**src/sv/assert_macros.svh**
```systemverilog
// Assertion macros shared by the tick divider RTL.
// Included by modules that carry concurrent checks; no other dependencies.
`ifndef ASSERT_MACROS_SVH
`define ASSERT_MACROS_SVH
`ifndef SYNTHESIS
// Check that the antecedent implies the consequent in the same cycle
`define ASSERT_IMP(lbl, clk, rstn, ante, cons) \
    lbl: assert property (@(posedge clk) disable iff (!(rstn)) (ante) |-> (cons)) \
        else $error("assertion failed: same-cycle implication");
// Check that the antecedent implies the consequent in the next cycle
`define ASSERT_NXT(lbl, clk, rstn, ante, cons) \
    lbl: assert property (@(posedge clk) disable iff (!(rstn)) (ante) |=> (cons)) \
        else $error("assertion failed: next-cycle implication");
`else
`define ASSERT_IMP(lbl, clk, rstn, ante, cons)
`define ASSERT_NXT(lbl, clk, rstn, ante, cons)
`endif
`endif

```
**src/sv/mrtd_pkg.sv**
```systemverilog
// Package for the multi-rate tick divider: field widths, register indices,
// the switch phase period table and the phase cell configuration bundle.
`default_nettype none

package mrtd_pkg;

    // Fixed field widths
    localparam int MS_W     = 16;
    localparam int SEL_W    = 3;
    localparam int PHASE_W  = 5;
    localparam int CFG_IDX_W = 1;
    localparam int CFG_DATA_W = 3;

    // Register indices on the configuration port
    localparam logic [CFG_IDX_W-1:0] REG_LINE_FREQ = 1'd0;
    localparam logic [CFG_IDX_W-1:0] REG_PHASE_EN  = 1'd1;

    // Reset values of the configuration registers
    localparam logic [SEL_W-1:0] LINE_FREQ_RESET = 3'd1;
    localparam logic             PHASE_EN_RESET  = 1'b1;

    // Half-period table of the switch phase, one-based selector
    localparam int PERIOD_ENTRIES = 6;
    localparam logic [PHASE_W-1:0] PERIOD_TABLE [PERIOD_ENTRIES] =
        '{5'd0, 5'd1, 5'd3, 5'd7, 5'd19, 5'd19};

    // Configuration seen by the phase cell
    typedef struct packed {
        logic             enable;
        logic [SEL_W-1:0] line_freq_sel;
    } phase_cfg_t;

    // Look up the period, clamping the selector into 1..6
    function automatic logic [PHASE_W-1:0] period_of(input logic [SEL_W-1:0] sel);
        logic [SEL_W-1:0] idx;
        if (sel == 3'd0) begin
            idx = 3'd0;
        end
        else if (sel == 3'd7) begin
            idx = 3'd5;
        end
        else begin
            idx = sel - 3'd1;
        end
        return PERIOD_TABLE[idx];
    endfunction

endpackage

`default_nettype wire

```
**src/sv/mrtd_div_cell.sv**
```systemverilog
// One divider cell of the strobe chain: a modulo counter that advances on its
// carry in and raises carry out on wrap. Uses mrtd_pkg and assert_macros.svh.
`default_nettype none
`include "assert_macros.svh"

module mrtd_div_cell #(
    parameter int MODULUS = 10,
    parameter int CNT_W   = (MODULUS > 1) ? $clog2(MODULUS) : 1
) (
    input  wire logic             clk,
    input  wire logic             rst_n,
    input  wire logic             carry_in,
    output logic                  carry_out,
    output logic [CNT_W-1:0]      count,
    output logic [CNT_W-1:0]      count_next
);
    import mrtd_pkg::*;

    localparam logic [CNT_W-1:0] LAST = CNT_W'(MODULUS - 1);

    logic [CNT_W-1:0] count_reg;

    // Wrap on the last value when the parent strobes
    assign carry_out = carry_in && (count_reg == LAST);

    always_comb
    begin
        if (!carry_in) begin
            count_next = count_reg;
        end
        else if (carry_out) begin
            count_next = '0;
        end
        else begin
            count_next = count_reg + 1'b1;
        end
    end

    // Advance the count
    always_ff @(posedge clk or negedge rst_n)
    begin
        if (!rst_n) begin
            count_reg <= '0;
        end
        else begin
            count_reg <= count_next;
        end
    end

    assign count = count_reg;

    `ASSERT_IMP(a_carry_needs_parent, clk, rst_n, carry_out, carry_in)
    `ASSERT_IMP(a_count_in_range, clk, rst_n, 1'b1, count_reg <= LAST)
    `ASSERT_NXT(a_hold_without_parent, clk, rst_n, !carry_in, $stable(count_reg))

endmodule

`default_nettype wire

```
**src/sv/mrtd_phase_cell.sv**
```systemverilog
// Switch phase cell: square wave whose high phase lasts period+1 ticks and low
// phase max(period,1) ticks. Uses mrtd_pkg for the period table and config type.
`default_nettype none

module mrtd_phase_cell (
    input  wire logic               clk,
    input  wire logic               rst_n,
    input  wire logic               advance,
    input  wire mrtd_pkg::phase_cfg_t cfg,
    output logic                    sample
);
    import mrtd_pkg::*;

    logic               high_reg;
    logic               high_next;
    logic [PHASE_W-1:0] count_reg;
    logic [PHASE_W-1:0] count_next;
    logic [PHASE_W-1:0] count_inc;
    logic [PHASE_W-1:0] period;

    assign period    = period_of(cfg.line_freq_sel);
    assign count_inc = count_reg + 1'b1;

    // Sample is the phase level before this tick moves it, low while disabled
    assign sample = cfg.enable && high_reg;

    // Step the phase; hold it while disabled
    always_comb
    begin
        high_next  = high_reg;
        count_next = count_reg;
        if (advance && cfg.enable) begin
            if (high_reg) begin
                if (count_inc > period) begin
                    count_next = '0;
                    high_next  = 1'b0;
                end
                else begin
                    count_next = count_inc;
                end
            end
            else begin
                if (count_inc >= period) begin
                    count_next = '0;
                    high_next  = 1'b1;
                end
                else begin
                    count_next = count_inc;
                end
            end
        end
    end

    always_ff @(posedge clk or negedge rst_n)
    begin
        if (!rst_n) begin
            high_reg  <= 1'b1;
            count_reg <= '0;
        end
        else begin
            high_reg  <= high_next;
            count_reg <= count_next;
        end
    end

endmodule

`default_nettype wire

```
**src/sv/multi_rate_tick_divider_unit.sv**
```systemverilog
// Top level of the multi-rate tick divider: phase cell, divider cell chain,
// elapsed-time subtractor and output register. Uses mrtd_pkg and the cells.
`default_nettype none
`include "assert_macros.svh"

// Each accepted transaction is one tick and yields exactly one result in the
// next cycle; a new tick is taken every cycle, including while a result is
// waiting, as long as the output register is free or being drained in the same
// cycle. The divider chain is combinational: eight counter cells ripple their
// strobes through, followed by one 16-bit compare and subtract for the elapsed
// time. start_stamp values above MS_WRAP are treated as MS_WRAP. The
// configuration registers act from the next tick.
module multi_rate_tick_divider_unit #(
    parameter int TICKS_PER_MS = 8,
    parameter int MS_WRAP      = 60000
) (
    input  wire logic                          clk,
    input  wire logic                          rst_n,
    // Configuration write port
    input  wire logic                          cfg_write,
    input  wire logic [mrtd_pkg::CFG_IDX_W-1:0]  cfg_index,
    input  wire logic [mrtd_pkg::CFG_DATA_W-1:0] cfg_data,
    // Tick input
    input  wire logic                          in_valid,
    output logic                               in_stall,
    input  wire logic [mrtd_pkg::MS_W-1:0]     start_stamp,
    // Result output
    output logic                               out_valid,
    input  wire logic                          out_stall,
    output logic                               sample_window,
    output logic                               strobe_1ms,
    output logic                               strobe_6ms,
    output logic                               strobe_10ms,
    output logic                               strobe_100ms,
    output logic                               strobe_300ms,
    output logic                               strobe_500ms,
    output logic                               strobe_1s,
    output logic [mrtd_pkg::MS_W-1:0]          ms_now,
    output logic [mrtd_pkg::MS_W-1:0]          elapsed_ms
);
    import mrtd_pkg::*;

    localparam int MS_CNT_W = $clog2(MS_WRAP + 1);
    localparam logic [MS_W-1:0] WRAP = MS_W'(MS_WRAP);

    // Configuration registers
    logic [SEL_W-1:0] line_freq_sel_reg;
    logic             phase_en_reg;
    phase_cfg_t       phase_cfg;

    // Handshake
    logic accept;
    logic out_valid_reg;

    // Chain signals
    logic sample_now;
    logic s1, s6, s10, s100, s300, s500, s1s;
    logic [MS_CNT_W-1:0] ms_count;
    logic [MS_CNT_W-1:0] ms_count_next;
    logic [MS_W-1:0]     ms_after;
    logic [MS_W-1:0]     start_sat;
    logic [MS_W-1:0]     elapsed_next;

    // Output payload registers
    logic            sample_reg;
    logic            s1_reg, s6_reg, s10_reg, s100_reg, s300_reg, s500_reg, s1s_reg;
    logic [MS_W-1:0] elapsed_reg;

    // Write the configuration registers
    always_ff @(posedge clk or negedge rst_n)
    begin
        if (!rst_n) begin
            line_freq_sel_reg <= LINE_FREQ_RESET;
            phase_en_reg      <= PHASE_EN_RESET;
        end
        else if (cfg_write) begin
            case (cfg_index)
                REG_LINE_FREQ: line_freq_sel_reg <= cfg_data;
                REG_PHASE_EN:  phase_en_reg      <= cfg_data[0];
                default:       ;
            endcase
        end
    end

    assign phase_cfg.enable        = phase_en_reg;
    assign phase_cfg.line_freq_sel = line_freq_sel_reg;

    // Take a tick whenever the output register is empty or draining
    assign in_stall = out_valid_reg && out_stall;
    assign accept   = in_valid && !in_stall;

    mrtd_phase_cell u_phase (
        .clk     (clk),
        .rst_n   (rst_n),
        .advance (accept),
        .cfg     (phase_cfg),
        .sample  (sample_now)
    );

    // Divider chain: tick -> 1 ms -> {6 ms, ms counter, 10 ms -> 100 ms -> ...}
    mrtd_div_cell #(.MODULUS(TICKS_PER_MS)) u_tick (
        .clk (clk), .rst_n (rst_n), .carry_in (accept), .carry_out (s1),
        .count (), .count_next ()
    );

    mrtd_div_cell #(.MODULUS(MS_WRAP + 1)) u_ms (
        .clk (clk), .rst_n (rst_n), .carry_in (s1), .carry_out (),
        .count (ms_count), .count_next (ms_count_next)
    );

    mrtd_div_cell #(.MODULUS(6)) u_six (
        .clk (clk), .rst_n (rst_n), .carry_in (s1), .carry_out (s6),
        .count (), .count_next ()
    );

    mrtd_div_cell #(.MODULUS(10)) u_ten (
        .clk (clk), .rst_n (rst_n), .carry_in (s1), .carry_out (s10),
        .count (), .count_next ()
    );

    mrtd_div_cell #(.MODULUS(10)) u_hundred (
        .clk (clk), .rst_n (rst_n), .carry_in (s10), .carry_out (s100),
        .count (), .count_next ()
    );

    mrtd_div_cell #(.MODULUS(3)) u_three (
        .clk (clk), .rst_n (rst_n), .carry_in (s100), .carry_out (s300),
        .count (), .count_next ()
    );

    mrtd_div_cell #(.MODULUS(5)) u_five (
        .clk (clk), .rst_n (rst_n), .carry_in (s100), .carry_out (s500),
        .count (), .count_next ()
    );

    mrtd_div_cell #(.MODULUS(2)) u_two (
        .clk (clk), .rst_n (rst_n), .carry_in (s500), .carry_out (s1s),
        .count (), .count_next ()
    );

    // Elapsed time from the saturated start stamp, wrapping around MS_WRAP
    assign ms_after  = MS_W'(ms_count_next);
    assign start_sat = (start_stamp > WRAP) ? WRAP : start_stamp;

    always_comb
    begin
        if (ms_after >= start_sat) begin
            elapsed_next = ms_after - start_sat;
        end
        else begin
            elapsed_next = WRAP - start_sat + ms_after;
        end
    end

    // Hold the result until the transaction is taken
    always_ff @(posedge clk or negedge rst_n)
    begin
        if (!rst_n) begin
            out_valid_reg <= 1'b0;
        end
        else if (accept) begin
            out_valid_reg <= 1'b1;
        end
        else if (!out_stall) begin
            out_valid_reg <= 1'b0;
        end
    end

    // Load the payload on each accepted tick
    always_ff @(posedge clk)
    begin
        if (accept) begin
            sample_reg  <= sample_now;
            s1_reg      <= s1;
            s6_reg      <= s6;
            s10_reg     <= s10;
            s100_reg    <= s100;
            s300_reg    <= s300;
            s500_reg    <= s500;
            s1s_reg     <= s1s;
            elapsed_reg <= elapsed_next;
        end
    end

    assign out_valid     = out_valid_reg;
    assign sample_window = sample_reg;
    assign strobe_1ms    = s1_reg;
    assign strobe_6ms    = s6_reg;
    assign strobe_10ms   = s10_reg;
    assign strobe_100ms  = s100_reg;
    assign strobe_300ms  = s300_reg;
    assign strobe_500ms  = s500_reg;
    assign strobe_1s     = s1s_reg;
    // The ms counter only moves on an accepted tick, together with the payload
    assign ms_now        = MS_W'(ms_count);
    assign elapsed_ms    = elapsed_reg;

    `ASSERT_IMP(a_1s_nested, clk, rst_n, out_valid && strobe_1s, strobe_500ms && strobe_100ms)
    `ASSERT_IMP(a_6ms_parent, clk, rst_n, out_valid && strobe_6ms, strobe_1ms)
    `ASSERT_IMP(a_elapsed_range, clk, rst_n, out_valid, elapsed_ms <= WRAP && ms_now <= WRAP)

endmodule

`default_nettype wire

```
**config.mk**
```make
export PLATFORM = sky130hd
export DESIGN_NAME = multi_rate_tick_divider_unit
export DESIGN_NICKNAME = d
export VERILOG_FILES = /design/src/sv/mrtd_pkg.sv /design/src/sv/mrtd_div_cell.sv /design/src/sv/mrtd_phase_cell.sv /design/src/sv/multi_rate_tick_divider_unit.sv
export VERILOG_INCLUDE_DIRS = /design/src /design/src/sv
export SDC_FILE = /design/constraint.sdc
export NUM_CORES = 1
export LEC_CHECK = 0
export ABC_CLOCK_PERIOD_IN_PS = 7600
export CORE_UTILIZATION = 35
export DETAILED_ROUTE_END_ITERATION = 10
export DONT_BUFFER_PORTS = 1
export GPL_TIMING_DRIVEN = 1
export HOLD_SLACK_MARGIN = 0.1
export SLEW_MARGIN = 30
export SYNTH_ARGS = -nofsm -noshare
export SYNTH_HDL_FRONTEND = slang
export SYNTH_SLANG_ARGS = --single-unit
```
**constraint.sdc**
```tcl
create_clock -name clk -period 7.6 [get_ports clk]
set_clock_uncertainty 0.05 [all_clocks]
set_input_delay 1.52 -clock clk [delete_from_list [all_inputs] [get_ports clk]]
set_output_delay 1.52 -clock clk [all_outputs]
set_load 0.01 [all_outputs]
```
==> summary.txt <==
Global route
  • Antenna violations before repair: 0
  • Largest net degree at the start of global routing: 48
  • GRT Total Usage: 17.9%
  • Vias in the first global route: 4224
  • First-pass GRT wire length: ~22 mm
  • GR Overflow Total: 0

Place
  • Pre-CTS setup slack: 1.85 ns
  • Placed Cells: 741
  • GPL Wtd Cong: 0.943
  • Final HPWL from detailed placement: 10.3 mm
  • # port buffers: 0
  • Post-DP Area: 5520 sq um

Drt
  • Final WL: roughly 13 mm
  • Antenna violation net count after detailed routing: 0
  • Avg WL per Cell: 17.6 microns
  • Vias post-DR: 4155
  • Iter 0 DRT Violations: between 200 and 300
  • Number of remaining DRC errors: 0
  • TritonRoute pass-1 iters: 4
  • Via/cell ratio: 5.49

Worst setup path
  • Crit path capture type: register
  • Worst path arrival time: 5.48 ns
  • Critical Path Fanout Max: 15
  • CP required: 7.65 ns
  • CP Class: input pin to register
  • Startpoint Class: input pin

Layout
  • Finished Cell Area: 5850 sq um
  • Fin nets: 658
  • Synthesis-to-finish area growth: 8.77%
  • Share of cells above drive strength 1: around 8.0%
  • # diodes: 0
  • Finished Layout Cells: between 700 and 800
  • Finished Core Util: 39.7%
  • Layout fillers: 1450

Synth
  • Async SR Flop Fraction: 66.2%
  • Share of the synthesized area in the top cell type: about a fifth
  • EDFF count, synth: 24
  • Mapped Area: roughly 5400 sq um
  • Synthesis-stage register bit count: 71
  • Post-synthesis sequential area ratio: 35.3%
  • Yosys Warn Count: 0
  • Post-Synthesis Cells: 571
  • Top cells by area, synth: dfrtp_1, edfxtp_1, ha_1
  • Avg Cell Area, Syn: roughly 9.4 sq um
  • Main synth FF type: dfrtp_1
  • Cell taking the most area after synthesis: dfrtp_1
  • Post-Synthesis Net Count: between 600 and 700
  • Synth unique cells: 71

STA
  • Hold slack: 0.406 ns
  • Slew margin rel.: 50.2%
  • Final Setup Violations: 0
  • RSZ-0062 raised after global routing: no
  • Final max-slew violation count: 0
  • Hold Vio Cnt, Final: 0
  • TNS Setup: 0 ns
  • Peak Freq: about 0.18 GHz
  • Tcrit/Tclk final: 71.4%
  • Final setup margin: 2.18 ns
  • Fin crit period: 5.42 ns
  • Worst Max-Slew Pin Slew: about 0.75 ns

Flow run
  • MaxCap Viol Count: 0

Die
  • Die Y: 126 microns
  • Die width: approximately 130 microns
  • I/O pin count: 67
  • Std-Cell Rows: 44
  • Die area: 15900 sq um
  • Core ar.: 14800 sq um
  • Starting density of the core: 36.5%

CTS
  • Clk Latency, worst-skew pair: 0.35 ns
  • # hold bufs at CTS: 0
  • Root Driver: clkbuf_16
  • H-tree depth: 3
  • Clock sink total: 71
  • Clock buffer depth: 2
  • CTS tree: built
  • Number of setup buffers added after CTS: 0
  • TritonCTS Buffers: 9
  • Post-CTS Resized: 0
  • CTS clk-pin slew, worst paths: 0.06 ns

Power and ir drop
  • Peak supply drop: about 0.00014 V
  • Total Power: 1.43 mW
  • PwrDens: 244 nW/um^2
  • Leak: 2.63 nW

Status
  • Outcome: finished, final reports clean

Hold path
  • Min-delay worst type: register to register
==> report_power, final <==
part           total (mW)  internal (mW)  switching, mW
registers           0.549          0.472         0.0771
logic               0.405          0.181          0.224
clock network       0.472          0.292          0.180
==> cell families after synthesis <==
| kind of cell | count (synthesis) | share of synthesized area (%) |
|---|---|---|
| multiplexers | 8 | 1.63 |
| buffers and inverters | 57 | 4.84 |
| AND/OR/NAND/NOR | 203 | 18.9 |
| flip-flops | 71 | 35.3 |
| adder cells (fa/ha/maj) | 65 | 16.4 |
| AO/OA/AOI/OAI | 129 | 16.6 |
| XOR/XNOR | 38 | 6.33 |
==> cells in the mapped netlist, drive strengths merged (4+ instances only) <==
cell type  number
nand4          11
and2           14
xor2           14
or3             6
a21o           13
mux2            6
nand2b          7
nor2           42
fa              9
or2             6
a21oi          35
nand2          61
xnor2          24
a31oi           6
nor3           13
o21bai          7
nand3          12
and3           12
ha             56
nor2b           5
o21a            5
clkbuf          4
o211ai          4
buf            11
inv            42
o21ai          25
dfrtp          44
edfxtp         24
==> worst max-delay path, stage by stage <==
cell	delay [ns]
a21boi_4	0.16
nand2_2	0.19
nor4_1	0.42
nand4_1	0.44
nand2b_1	0.30
inv_1	0.09
ha_1	0.34
ha_1	0.24
fa_1	0.41
a21oi_1	0.24
o21ai_1	0.13
a31oi_1	0.39
a311oi_1	0.21
a211o_1	0.25
and4_1	0.16
==> final timing paths <==
kind / from / to / slack [ns] / depth (start not counted)
hold reg to reg: u_two.count / u_two.count / 0.41 / 1
max in group asynchronous: rst_n / phase_en_reg / 6.50 / 0
min in group asynchronous: rst_n / u_five.count[2] / 0.81 / 0
setup reg to reg: u_ms.count[8] / elapsed_ms[15] / 2.64 / 14
hold / removal: u_two.count / u_two.count / 0.41 / 1
setup / recovery: in_valid / elapsed_ms[15] / 2.18 / 15
==> cell usage in the layout (no fill, tap or decap), types with 13 or more instances in the layout <==
master,instances
nor3_1,13
ha_1,56
inv_1,40
and2_1,14
dfrtp_1,44
o21ai_0,22
xor2_1,14
nand2_1,60
edfxtp_1,24
nor2_1,41
xnor2_1,23
a21oi_1,35
==> metal layers <==
| metal | GRT usage, % | vias to the layer above | share of wire (%) |
|---|---|---|---|
| li1 | - | 2029 | - |
| met1 | 21.7 | 1983 | 44 |
| met2 | 28.3 | 113 | 45 |
| met3 | 6.50 | 30 | 7.7 |
| met4 | 8.15 | 0 | 3.3 |
| met5 | 0 | - | 0 |
==> layout make-up <==
class,count,area (sq um),share of cell area [%]
Tap cell,184,230,3.93
Clock inverter,7,104,1.77
Sequential cell,71,1900,32.5
Timing Repair Buffer,1,7.51,0.128
Inverter,42,158,2.69
Multi-Input combinational cell,443,3230,55.1
Clock buffer,9,225,3.85
No activity file was read; power rests on OpenSTA's default activity.
